===== src/rtl/core/jdvm_pkg.sv =====
// Shared types, constants and helpers for the joystick deadzone velocity mapper.
package jdvm_pkg;

  localparam int AXIS_COUNT  = 8;
  localparam int VALUE_WIDTH = 16;
  localparam int AXIS_IDX_W  = $clog2(AXIS_COUNT);

  localparam int NUM_W       = 8;
  localparam int IN_FIELDS_W = NUM_W + VALUE_WIDTH;
  localparam int IN_DATA_W   = ((IN_FIELDS_W + 7) / 8) * 8;
  localparam int RES_W       = 25;
  localparam int OUT_FIELDS_W = 3 * RES_W;
  localparam int OUT_DATA_W  = ((OUT_FIELDS_W + 7) / 8) * 8;

  localparam int CFG_IDX_W   = 3;
  localparam int CFG_DATA_W  = 24;
  localparam int LIMIT_W     = 24;

  // normalised magnitude: Q1.16, 17 bits
  localparam int MAG_W       = 17;
  localparam int NORM_W      = VALUE_WIDTH + 16;
  localparam int PROD_W      = MAG_W + LIMIT_W;

  localparam logic [4:0]        BITS_MIN   = 5'd2;
  localparam logic [4:0]        BITS_MAX   = 5'd30;
  localparam logic [4:0]        NORM_POINT = 5'd17;
  localparam logic [MAG_W-1:0]  ONE_Q16    = 17'h10000;
  localparam logic [15:0]       DZ_MAX     = 16'd62259;

  // divider: four quotient bits a cycle, 20 quotient bits in all
  localparam int DIV_RADIX   = 4;
  localparam int DIV_STEPS   = 5;
  localparam int DIV_Q_W     = DIV_RADIX * DIV_STEPS;
  localparam int DIV_CNT_W   = $clog2(DIV_STEPS);

  localparam logic [1:0] LAYOUT_012 = 2'd0;
  localparam logic [1:0] LAYOUT_013 = 2'd1;

  typedef enum logic [CFG_IDX_W-1:0] {
    REG_AXIS_BITS = 3'd0,
    REG_DEADZONE  = 3'd1,
    REG_LAYOUT    = 3'd2,
    REG_FWD_LIMIT = 3'd3,
    REG_LAT_LIMIT = 3'd4,
    REG_TURN_LIMIT = 3'd5,
    REG_SIGN_MASK = 3'd6
  } reg_idx_t;

  typedef struct packed {
    logic [4:0]         axis_bits;
    logic [15:0]        deadzone;
    logic [1:0]         layout;
    logic [LIMIT_W-1:0] fwd_limit;
    logic [LIMIT_W-1:0] lat_limit;
    logic [LIMIT_W-1:0] turn_limit;
    logic [2:0]         sign_mask;
  } cfg_t;

  typedef enum logic [1:0] {
    SLOT_FWD  = 2'd0,
    SLOT_LAT  = 2'd1,
    SLOT_TURN = 2'd2
  } slot_t;

  typedef enum logic [2:0] {
    ST_IDLE,
    ST_LOAD,
    ST_DIV,
    ST_MUL,
    ST_SAT,
    ST_OUT
  } st_t;

  typedef struct packed {
    logic  store_wr;
    logic  load;
    logic  div_step;
    logic  mul;
    logic  sat;
    logic  out_load;
    slot_t slot;
  } cmd_t;

  typedef struct packed {
    logic in_is_read;
    logic in_store_ok;
    logic layout_on;
    logic out_busy;
  } sts_t;

  // table index of the axis feeding a command slot
  function automatic logic [AXIS_IDX_W-1:0] layout_axis(logic [1:0] layout, slot_t slot);
    logic [AXIS_IDX_W-1:0] idx;
    case (slot)
      SLOT_FWD:  idx = AXIS_IDX_W'(1);
      SLOT_LAT:  idx = AXIS_IDX_W'(0);
      SLOT_TURN: idx = (layout == LAYOUT_013) ? AXIS_IDX_W'(3) : AXIS_IDX_W'(2);
      default:   idx = AXIS_IDX_W'(0);
    endcase
    return idx;
  endfunction

endpackage


===== src/rtl/core/jdvm_cfg.sv =====
// Configuration register file of the joystick deadzone velocity mapper.
module jdvm_cfg
  import jdvm_pkg::*;
(
  input  logic                  clk,
  input  logic                  rst_n,
  input  logic                  cfg_we,
  input  logic [CFG_IDX_W-1:0]  cfg_index,
  input  logic [CFG_DATA_W-1:0] cfg_wdata,
  output cfg_t                  cfg
);

  cfg_t cfg_r;
  cfg_t cfg_nxt;

  always_comb begin
    cfg_nxt = cfg_r;
    if (cfg_we) begin
      case (cfg_index)
        REG_AXIS_BITS:  cfg_nxt.axis_bits  = cfg_wdata[4:0];
        REG_DEADZONE:   cfg_nxt.deadzone   = cfg_wdata[15:0];
        REG_LAYOUT:     cfg_nxt.layout     = cfg_wdata[1:0];
        REG_FWD_LIMIT:  cfg_nxt.fwd_limit  = cfg_wdata[LIMIT_W-1:0];
        REG_LAT_LIMIT:  cfg_nxt.lat_limit  = cfg_wdata[LIMIT_W-1:0];
        REG_TURN_LIMIT: cfg_nxt.turn_limit = cfg_wdata[LIMIT_W-1:0];
        REG_SIGN_MASK:  cfg_nxt.sign_mask  = cfg_wdata[2:0];
        default:        cfg_nxt = cfg_r;
      endcase
    end
  end

  always_ff @(posedge clk) begin
    if (!rst_n) begin
      cfg_r.axis_bits  <= 5'd16;
      cfg_r.deadzone   <= '0;
      cfg_r.layout     <= 2'd2;
      cfg_r.fwd_limit  <= '0;
      cfg_r.lat_limit  <= '0;
      cfg_r.turn_limit <= '0;
      cfg_r.sign_mask  <= '0;
    end else begin
      cfg_r <= cfg_nxt;
    end
  end

  assign cfg = cfg_r;

endmodule


===== src/rtl/core/jdvm_ctrl.sv =====
// Sequencing state machine: axis stores, per-axis load, divide, multiply, saturate, output.
module jdvm_ctrl
  import jdvm_pkg::*;
(
  input  logic clk,
  input  logic rst_n,
  input  logic in_tvalid,
  output logic in_tready,
  input  sts_t sts,
  output cmd_t cmd
);

  st_t                  state_r, state_nxt;
  slot_t                slot_r, slot_nxt;
  logic [DIV_CNT_W-1:0] div_cnt_r, div_cnt_nxt;

  always_comb begin
    state_nxt   = state_r;
    slot_nxt    = slot_r;
    div_cnt_nxt = div_cnt_r;
    case (state_r)
      ST_IDLE: begin
        if (in_tvalid && sts.in_is_read && sts.layout_on) begin
          state_nxt = ST_LOAD;
          slot_nxt  = SLOT_FWD;
        end
      end
      ST_LOAD: begin
        state_nxt   = ST_DIV;
        div_cnt_nxt = '0;
      end
      ST_DIV: begin
        if (div_cnt_r == DIV_CNT_W'(DIV_STEPS - 1)) begin
          state_nxt = ST_MUL;
        end else begin
          div_cnt_nxt = div_cnt_r + 1'b1;
        end
      end
      ST_MUL: state_nxt = ST_SAT;
      ST_SAT: begin
        case (slot_r)
          SLOT_FWD: begin
            slot_nxt  = SLOT_LAT;
            state_nxt = ST_LOAD;
          end
          SLOT_LAT: begin
            slot_nxt  = SLOT_TURN;
            state_nxt = ST_LOAD;
          end
          default: state_nxt = ST_OUT;
        endcase
      end
      ST_OUT: begin
        if (!sts.out_busy) begin
          state_nxt = ST_IDLE;
        end
      end
      default: state_nxt = ST_IDLE;
    endcase
  end

  always_comb begin
    cmd          = '0;
    cmd.slot     = slot_r;
    in_tready    = 1'b0;
    case (state_r)
      ST_IDLE: begin
        in_tready    = 1'b1;
        cmd.store_wr = in_tvalid && !sts.in_is_read && sts.in_store_ok;
      end
      ST_LOAD: cmd.load     = 1'b1;
      ST_DIV:  cmd.div_step = 1'b1;
      ST_MUL:  cmd.mul      = 1'b1;
      ST_SAT:  cmd.sat      = 1'b1;
      ST_OUT:  cmd.out_load = !sts.out_busy;
      default: cmd          = '0;
    endcase
  end

  always_ff @(posedge clk) begin
    if (!rst_n) begin
      state_r   <= ST_IDLE;
      slot_r    <= SLOT_FWD;
      div_cnt_r <= '0;
    end else begin
      state_r   <= state_nxt;
      slot_r    <= slot_nxt;
      div_cnt_r <= div_cnt_nxt;
    end
  end

`ifndef NO_ASSERTIONS
  a_one_cmd: assert property (@(posedge clk) disable iff (!rst_n)
    $onehot0({cmd.store_wr, cmd.load, cmd.div_step, cmd.mul, cmd.sat, cmd.out_load}))
    else $error("more than one datapath command at once");

  a_div_cnt: assert property (@(posedge clk) disable iff (!rst_n)
    (state_r == ST_DIV) |-> (div_cnt_r < DIV_CNT_W'(DIV_STEPS)))
    else $error("divide step count overran");

  a_slot: assert property (@(posedge clk) disable iff (!rst_n)
    (slot_r == SLOT_FWD) || (slot_r == SLOT_LAT) || (slot_r == SLOT_TURN))
    else $error("command slot out of range");

  a_out_idle: assert property (@(posedge clk) disable iff (!rst_n)
    cmd.out_load |=> (state_r == ST_IDLE))
    else $error("controller did not return to idle after output load");

  a_sat_turn: assert property (@(posedge clk) disable iff (!rst_n)
    (cmd.sat && (slot_r == SLOT_TURN)) |=> (state_r == ST_OUT))
    else $error("last axis did not lead to output");
`endif

endmodule


===== src/rtl/core/jdvm_dp.sv =====
// Datapath: axis table, normaliser, radix-16 divider, limit multiplier and output register.
module jdvm_dp
  import jdvm_pkg::*;
(
  input  logic                   clk,
  input  logic                   rst_n,
  input  cfg_t                   cfg,
  input  cmd_t                   cmd,
  output sts_t                   sts,
  input  logic                   in_tuser,
  input  logic [IN_DATA_W-1:0]   in_tdata,
  output logic                   out_tvalid,
  input  logic                   out_tready,
  output logic [OUT_DATA_W-1:0]  out_tdata
);

  logic [NUM_W-1:0]             in_number;
  logic signed [VALUE_WIDTH-1:0] in_value;

  logic signed [VALUE_WIDTH-1:0] store_r [AXIS_COUNT];

  // per-axis load
  logic [AXIS_IDX_W-1:0]  pick_idx;
  logic [VALUE_WIDTH-1:0] raw;
  logic                   raw_neg;
  logic [VALUE_WIDTH:0]   raw_ext;
  logic [VALUE_WIDTH:0]   mag;
  logic [4:0]             bits_c;
  logic [NORM_W-1:0]      mag_sh;
  logic [MAG_W-1:0]       norm;
  logic [15:0]            dz_c;
  logic [MAG_W-1:0]       diff;
  logic                   slot_sign;

  // divider
  logic [MAG_W-1:0]   div_d_r;
  logic [15:0]        rem_r, rem_nxt;
  logic [DIV_Q_W-1:0] num_r, num_nxt;
  logic [DIV_Q_W-1:0] q_r, q_nxt;
  logic               neg_r;

  logic [LIMIT_W-1:0] limit_sel;
  logic [PROD_W-1:0]  prod_r;
  logic [RES_W-1:0]   v_trunc;
  logic [RES_W-1:0]   lim_ext;
  logic [RES_W-1:0]   v_sat;
  logic [RES_W-1:0]   res_r [3];

  logic                  out_valid_r;
  logic [OUT_DATA_W-1:0] out_data_r;

  assign in_number = in_tdata[NUM_W-1:0];
  assign in_value  = in_tdata[NUM_W +: VALUE_WIDTH];

  assign sts.in_is_read  = in_tuser;
  assign sts.in_store_ok = (in_number < NUM_W'(AXIS_COUNT));
  assign sts.layout_on   = (cfg.layout == LAYOUT_012) || (cfg.layout == LAYOUT_013);
  assign sts.out_busy    = out_valid_r && !out_tready;

  always_ff @(posedge clk) begin
    if (!rst_n) begin
      for (int i = 0; i < AXIS_COUNT; i++) begin
        store_r[i] <= '0;
      end
    end else if (cmd.store_wr) begin
      store_r[in_number[AXIS_IDX_W-1:0]] <= in_value;
    end
  end

  // normalise to Q1.16, clamp, take off the deadzone
  always_comb begin
    pick_idx = layout_axis(cfg.layout, cmd.slot);
    raw      = store_r[pick_idx];
    raw_neg  = raw[VALUE_WIDTH-1];
    raw_ext  = {raw[VALUE_WIDTH-1], raw};
    mag      = raw_neg ? (~raw_ext + 1'b1) : raw_ext;
    if (cfg.axis_bits < BITS_MIN) begin
      bits_c = BITS_MIN;
    end else if (cfg.axis_bits > BITS_MAX) begin
      bits_c = BITS_MAX;
    end else begin
      bits_c = cfg.axis_bits;
    end
    if (bits_c <= NORM_POINT) begin
      mag_sh = NORM_W'(mag) << (NORM_POINT - bits_c);
    end else begin
      mag_sh = NORM_W'(mag) >> (bits_c - NORM_POINT);
    end
    norm = (mag_sh > NORM_W'(ONE_Q16)) ? ONE_Q16 : mag_sh[MAG_W-1:0];
    dz_c = (cfg.deadzone > DZ_MAX) ? DZ_MAX : cfg.deadzone;
    diff = (norm > {1'b0, dz_c}) ? (norm - {1'b0, dz_c}) : '0;
    case (cmd.slot)
      SLOT_FWD:  slot_sign = cfg.sign_mask[0];
      SLOT_LAT:  slot_sign = cfg.sign_mask[1];
      SLOT_TURN: slot_sign = cfg.sign_mask[2];
      default:   slot_sign = 1'b0;
    endcase
  end

  // four restoring steps a cycle; remainder stays below the divisor
  always_comb begin
    logic [MAG_W-1:0] t;
    rem_nxt = rem_r;
    num_nxt = num_r;
    q_nxt   = q_r;
    for (int k = 0; k < DIV_RADIX; k++) begin
      t       = {rem_nxt, num_nxt[DIV_Q_W-1]};
      num_nxt = {num_nxt[DIV_Q_W-2:0], 1'b0};
      if (t >= div_d_r) begin
        rem_nxt = 16'(t - div_d_r);
        q_nxt   = {q_nxt[DIV_Q_W-2:0], 1'b1};
      end else begin
        rem_nxt = t[15:0];
        q_nxt   = {q_nxt[DIV_Q_W-2:0], 1'b0};
      end
    end
  end

  always_ff @(posedge clk) begin
    if (cmd.load) begin
      div_d_r <= ONE_Q16 - {1'b0, dz_c};
      rem_r   <= 16'(diff[MAG_W-1:DIV_RADIX]);
      num_r   <= {diff[DIV_RADIX-1:0], (DIV_Q_W - DIV_RADIX)'(0)};
      q_r     <= '0;
      neg_r   <= raw_neg ^ (cmd.slot == SLOT_FWD) ^ slot_sign;
    end else if (cmd.div_step) begin
      rem_r <= rem_nxt;
      num_r <= num_nxt;
      q_r   <= q_nxt;
    end
  end

  always_comb begin
    case (cmd.slot)
      SLOT_FWD:  limit_sel = cfg.fwd_limit;
      SLOT_LAT:  limit_sel = cfg.lat_limit;
      SLOT_TURN: limit_sel = cfg.turn_limit;
      default:   limit_sel = '0;
    endcase
    v_trunc = prod_r[PROD_W-1:16];
    lim_ext = {1'b0, limit_sel};
    v_sat   = (v_trunc > lim_ext) ? lim_ext : v_trunc;
  end

  always_ff @(posedge clk) begin
    if (cmd.mul) begin
      prod_r <= PROD_W'(q_r[MAG_W-1:0]) * PROD_W'(limit_sel);
    end
    if (cmd.sat) begin
      res_r[cmd.slot] <= neg_r ? (~v_sat + 1'b1) : v_sat;
    end
  end

  always_ff @(posedge clk) begin
    if (!rst_n) begin
      out_valid_r <= 1'b0;
    end else if (cmd.out_load) begin
      out_valid_r <= 1'b1;
    end else if (out_tready) begin
      out_valid_r <= 1'b0;
    end
  end

  always_ff @(posedge clk) begin
    if (cmd.out_load) begin
      out_data_r <= OUT_DATA_W'({res_r[SLOT_TURN], res_r[SLOT_LAT], res_r[SLOT_FWD]});
    end
  end

  assign out_tvalid = out_valid_r;
  assign out_tdata  = out_data_r;

endmodule


===== src/rtl/core/joystick_deadzone_velocity_map.sv =====
// An axis event is taken while idle; a read request runs the three axes in turn through one shared
// divider (four quotient bits a cycle) and one 17x24 limit multiplier, and no new request is taken
// until its result has gone into the output register.
// Axis events go into the table at one a cycle while the block is idle.
// Reset (rst_n low, synchronous): axis table cleared, registers to defaults
// (axis_bits 16, layout disabled, all else zero), output empty.
module joystick_deadzone_velocity_map
  import jdvm_pkg::*;
(
  input  logic                  clk,
  input  logic                  rst_n,
  // input channel
  input  logic                  in_tvalid,
  output logic                  in_tready,
  input  logic [IN_DATA_W-1:0]  in_tdata,   // [7:0] axis_number, [23:8] axis_value
  input  logic                  in_tuser,   // [0] func: 0 axis event, 1 read request
  // result channel
  output logic                  out_tvalid,
  input  logic                  out_tready,
  output logic [OUT_DATA_W-1:0] out_tdata,  // [24:0] forward_velocity,
                                            // [49:25] lateral_velocity,
                                            // [74:50] turn_rate, rest zero
  // configuration write port
  input  logic                  cfg_we,
  input  logic [CFG_IDX_W-1:0]  cfg_index,
  input  logic [CFG_DATA_W-1:0] cfg_wdata
);

  cfg_t cfg;
  cmd_t cmd;
  sts_t sts;

  // register file; to be written only while idle, which the block itself does not enforce
  jdvm_cfg u_cfg (
    .clk       (clk),
    .rst_n     (rst_n),
    .cfg_we    (cfg_we),
    .cfg_index (cfg_index),
    .cfg_wdata (cfg_wdata),
    .cfg       (cfg)
  );

  // controller: takes a request only in idle, steps the three command slots
  // (forward from the inverted second axis, lateral, yaw) through load,
  // divide, multiply and saturate, then waits for the output register
  jdvm_ctrl u_ctrl (
    .clk       (clk),
    .rst_n     (rst_n),
    .in_tvalid (in_tvalid),
    .in_tready (in_tready),
    .sts       (sts),
    .cmd       (cmd)
  );

  // datapath: the output register parts the two channels, so the next request
  // is taken while a finished result still waits downstream
  jdvm_dp u_dp (
    .clk        (clk),
    .rst_n      (rst_n),
    .cfg        (cfg),
    .cmd        (cmd),
    .sts        (sts),
    .in_tuser   (in_tuser),
    .in_tdata   (in_tdata),
    .out_tvalid (out_tvalid),
    .out_tready (out_tready),
    .out_tdata  (out_tdata)
  );

endmodule


===== config.mk =====
export PLATFORM = sky130hd
export DESIGN_NAME = joystick_deadzone_velocity_map
export DESIGN_NICKNAME = d
export VERILOG_FILES = /design/src/rtl/core/jdvm_pkg.sv /design/src/rtl/core/jdvm_cfg.sv /design/src/rtl/core/jdvm_ctrl.sv /design/src/rtl/core/jdvm_dp.sv /design/src/rtl/core/joystick_deadzone_velocity_map.sv
export SDC_FILE = /design/constraint.sdc
export NUM_CORES = 2
export LEC_CHECK = 0
export BUFFER_PORTS_ARGS = -buffer_cell sky130_fd_sc_hd__buf_2
export CAP_MARGIN = 20
export CORE_MARGIN = 2
export CORE_UTILIZATION = 55
export DETAILED_ROUTE_END_ITERATION = 8
export HOLD_SLACK_MARGIN = 0.03
export PLACE_DENSITY_LB_ADDON = 0.08
export SLEW_MARGIN = 10
export SYNTH_ARGS = -nofsm -noshare
export SYNTH_HDL_FRONTEND = slang
export SYNTH_SLANG_ARGS = --single-unit

===== constraint.sdc =====
create_clock -name clk -period 16 [get_ports clk]
set_input_delay 0 -clock clk [delete_from_list [all_inputs] [get_ports clk]]
set_output_delay 0 -clock clk [all_outputs]
set_load 0.005 [all_outputs]

==> flow_metrics.env <==
export IMPL_end_kind="flip-flop"
export IMPL_start_kind="flip-flop"
export IMPL_clk_pin_slew_worst_paths_ns=0.07
export IMPL_grt_pass1_wl_mm=153
export IMPL_fmax_ghz=0.0754
export IMPL_ys_seq_elements=401
export IMPL_cts_made_buffers=45
export IMPL_finClkSkew_ns=0.0328
export IMPL_grt_pass1_vias=27700
export IMPL_setup_worst_path_class="reg -> reg"
export IMPL_root_buffer="clkbuf_16"
export IMPL_cts_buffer_depth=3
export IMPL_drive_above_1_share=0.101
export IMPL_yosys_area_top_type_share=0.226
export IMPL_postSynth_asyncResetShare=0
export IMPL_net_switching_power_mw=2.23
export IMPL_die_h_um=261
export IMPL_grt_antenna_before_repair=4
export IMPL_slew_headroom=0.158
export IMPL_timing_hold_worst_class="in -> reg"
export IMPL_fillCellCount=5719
export IMPL_cts_sinks=401
export IMPL_synth_area_per_cell_um2=9.39
export IMPL_cts_tree="built"
export IMPL_hpwl_mm=71.3
export IMPL_comb_power_share=0.571
export IMPL_crit_slowest_cell="a2111oi_0"
export IMPL_grt_overflow_total=0
export IMPL_syn_area_um2=36300
export IMPL_ys_types=107
export IMPL_yosysMostFrequentCell="nand2_1"
export IMPL_wl_per_cell_um=19.9
export IMPL_outcome="finished, final reports clean"
export IMPL_synth_edf_count=274
export IMPL_grtUsageTotal=0.288
export IMPL_cp_required_ns=16.29
export IMPL_ant_nets=0
export IMPL_crit_fanout=22
export IMPL_areaGrowthSynthToFinish_pct=9.34
export IMPL_initial_utilization=0.554
export IMPL_p_sw_frac=0.414
export IMPL_dr_pass1_iters=6
export IMPL_placed_area_um2=37800
export IMPL_nNetsFinal=4586
export IMPL_final_area_um2=39700
export IMPL_power_internal_mw=3.15
export IMPL_worst_path_most_repeated_cell="o21ai_0"
export IMPL_drc=0
export IMPL_yosys_area_top_type="edfxtp_1"
export IMPL_drt_iter0_markers=2133
export IMPL_whs_ns=0.0790
export IMPL_power_frac_seq=0.242
export IMPL_grt_max_degree=112
export IMPL_hold_viol_final=0
export IMPL_syn_inst=3871
export IMPL_tightest_slew_ns=1.25
export IMPL_routed_via_density=5.72
export IMPL_core_area_um2=65600
export IMPL_portBuffers=133
export IMPL_vdd_ir_drop_worst_uv=232
export IMPL_h_tree_depth=2
export IMPL_die_area_um2=68100
export IMPL_routed_wl_mm=97.1
export IMPL_finalCriticalPeriod_ns=13.27
export IMPL_ys_flop_type="edfxtp_1"
export IMPL_p_leak_nw=16.4
export IMPL_synth_common_cells="634 x nand2_1, 444 x inv_1, 332 x fa_1"
export IMPL_rows=94
export IMPL_max_stage_delay_ns=0.48
export IMPL_arrival_ns=13.56
export IMPL_ys_seq_area_frac=0.296
export IMPL_rsz0062_at_grt="no"
export IMPL_finalSetupTns_ns=0
export IMPL_setup_viol=0
export IMPL_ys_warn_count=0
export IMPL_globalplace_congestion=0.930
export IMPL_synth_area_leaders="edfxtp_1 23%, fa_1 18%, ha_1 7.9%"
export IMPL_power_density_nw_per_um2=135
export IMPL_finalMaxSlewViolations=0
export IMPL_insertion_delay_ns=0.60
export IMPL_die_w_um=261
export IMPL_min_period_over_period=0.829
export IMPL_ioPinCount=139
export IMPL_via_count=27900
export IMPL_p_clk_frac=0.187
export IMPL_maxCapViolCount=0
## through the flow
step | std cells | setup WS [ns] | power, mW | util
detailed placement | 4736 | 3.00 | 4.31 | 0.576
CTS | 4866 | 2.89 | 5.34 | 0.605
global route | 4872 | 1.15 | 5.75 | 0.605
finish | 4873 | 2.73 | 5.37 | 0.605
floorplan | 3875 | 4.25 | 3.68 | -
global placement | 4735 | 3.11 | 4.28 | 0.575
## logic make-up after synthesis
group	count (synthesis)	share of synthesized area
AND/OR/NAND/NOR	1318	0.169
flip-flops	401	0.296
other	1	0.000103
XOR/XNOR	124	0.0301
adder cells (fa/ha/maj)	561	0.262
multiplexers	149	0.0459
buffers and inverters	661	0.0739
AO/OA/AOI/OAI	656	0.123
## worst max-delay path: cells and delay by family, from the launching register on
family          cells  cell delay, ns
flops               1            0.47
buf+inv             6            1.21
compound gates     40            8.86
fa+ha+maj           4            1.25
simple gates        8            1.16
## power by group through the flow
stage          Clock, mW  Sequential, mW  Combinational (mW)
3_5_place_dp           0            1.32                3.00
2_1_floorplan          0            1.27                2.41
4_1_cts             1.03            1.30                3.02
6_report            1.01            1.30                3.07
5_1_grt             1.06            1.30                3.38
3_3_place_gp           0            1.32                2.96
## routing by layer
metal  global-route usage  vias to the layer above  share of wire
met5                    0                        -              0
met4               0.0723                        0          0.024
met3               0.0462                      157          0.067
met2                0.468                      919           0.46
met1                0.405                    13600           0.45
li1                     -                    13200              -
## final cells by class
class,instances,area [µm²],share of cell area
multi-input combinational,2813,23000,0.579
sequential,401,10800,0.271
timing repair buffer,263,1790,0.0450
inverter,444,1670,0.0420
clock buffer,58,1200,0.0303
tap,864,1080,0.0272
clock inverter,25,219,0.00551
antenna,5,12.5,0.000315
## timing repair
item,in CTS,in global routing
endpoints found under the hold margin,167,0
hold buffers,47,0
resized for setup,0,0
buffers inserted,0,0
## flip-flops by register name, indices dropped and copies added (netlist names)
register and flops:
u_ctrl.slot_r 2, u_dp.res_r 75, u_dp.prod_r 25, u_ctrl.state_r 3, u_dp.out_tvalid 1, u_dp.rem_r 16
u_dp.div_d_r 17, out_tdata 75, u_ctrl.div_cnt_r 3, u_dp.neg_r 1, u_dp.q_r 17, u_dp.store_r 64
u_cfg.cfg 98, u_dp.num_r 4
## worst paths after layout
path                                        start            endpoint  slack (ns)  cells after the start
worst max-delay path              u_dp.div_d_r[1]      u_dp.rem_r[12]        2.73                     58
worst min-delay path                  in_tdata[0]  u_dp.store_r[3][5]        0.08                      2
worst max register to register    u_dp.div_d_r[1]      u_dp.rem_r[12]        2.73                     58
worst min register to register  u_dp.res_r[1][11]       out_tdata[36]        0.42                      0
## cell usage in the layout, fill, tap and decap left out, types with 81 or more instances in the layout
cell / n
xnor2_1: 84
buf_4: 81
buf_2: 133
a21boi_0: 100
edfxtp_1: 274
dfxtp_1: 127
a21oi_1: 145
o21ai_0: 98
nand2_1: 634
inv_1: 443
and2_1: 149
mux2i_1: 89
ha_1: 229
nor2_1: 175
fa_1: 332
Note: power is estimated with default switching activity, not from simulation.
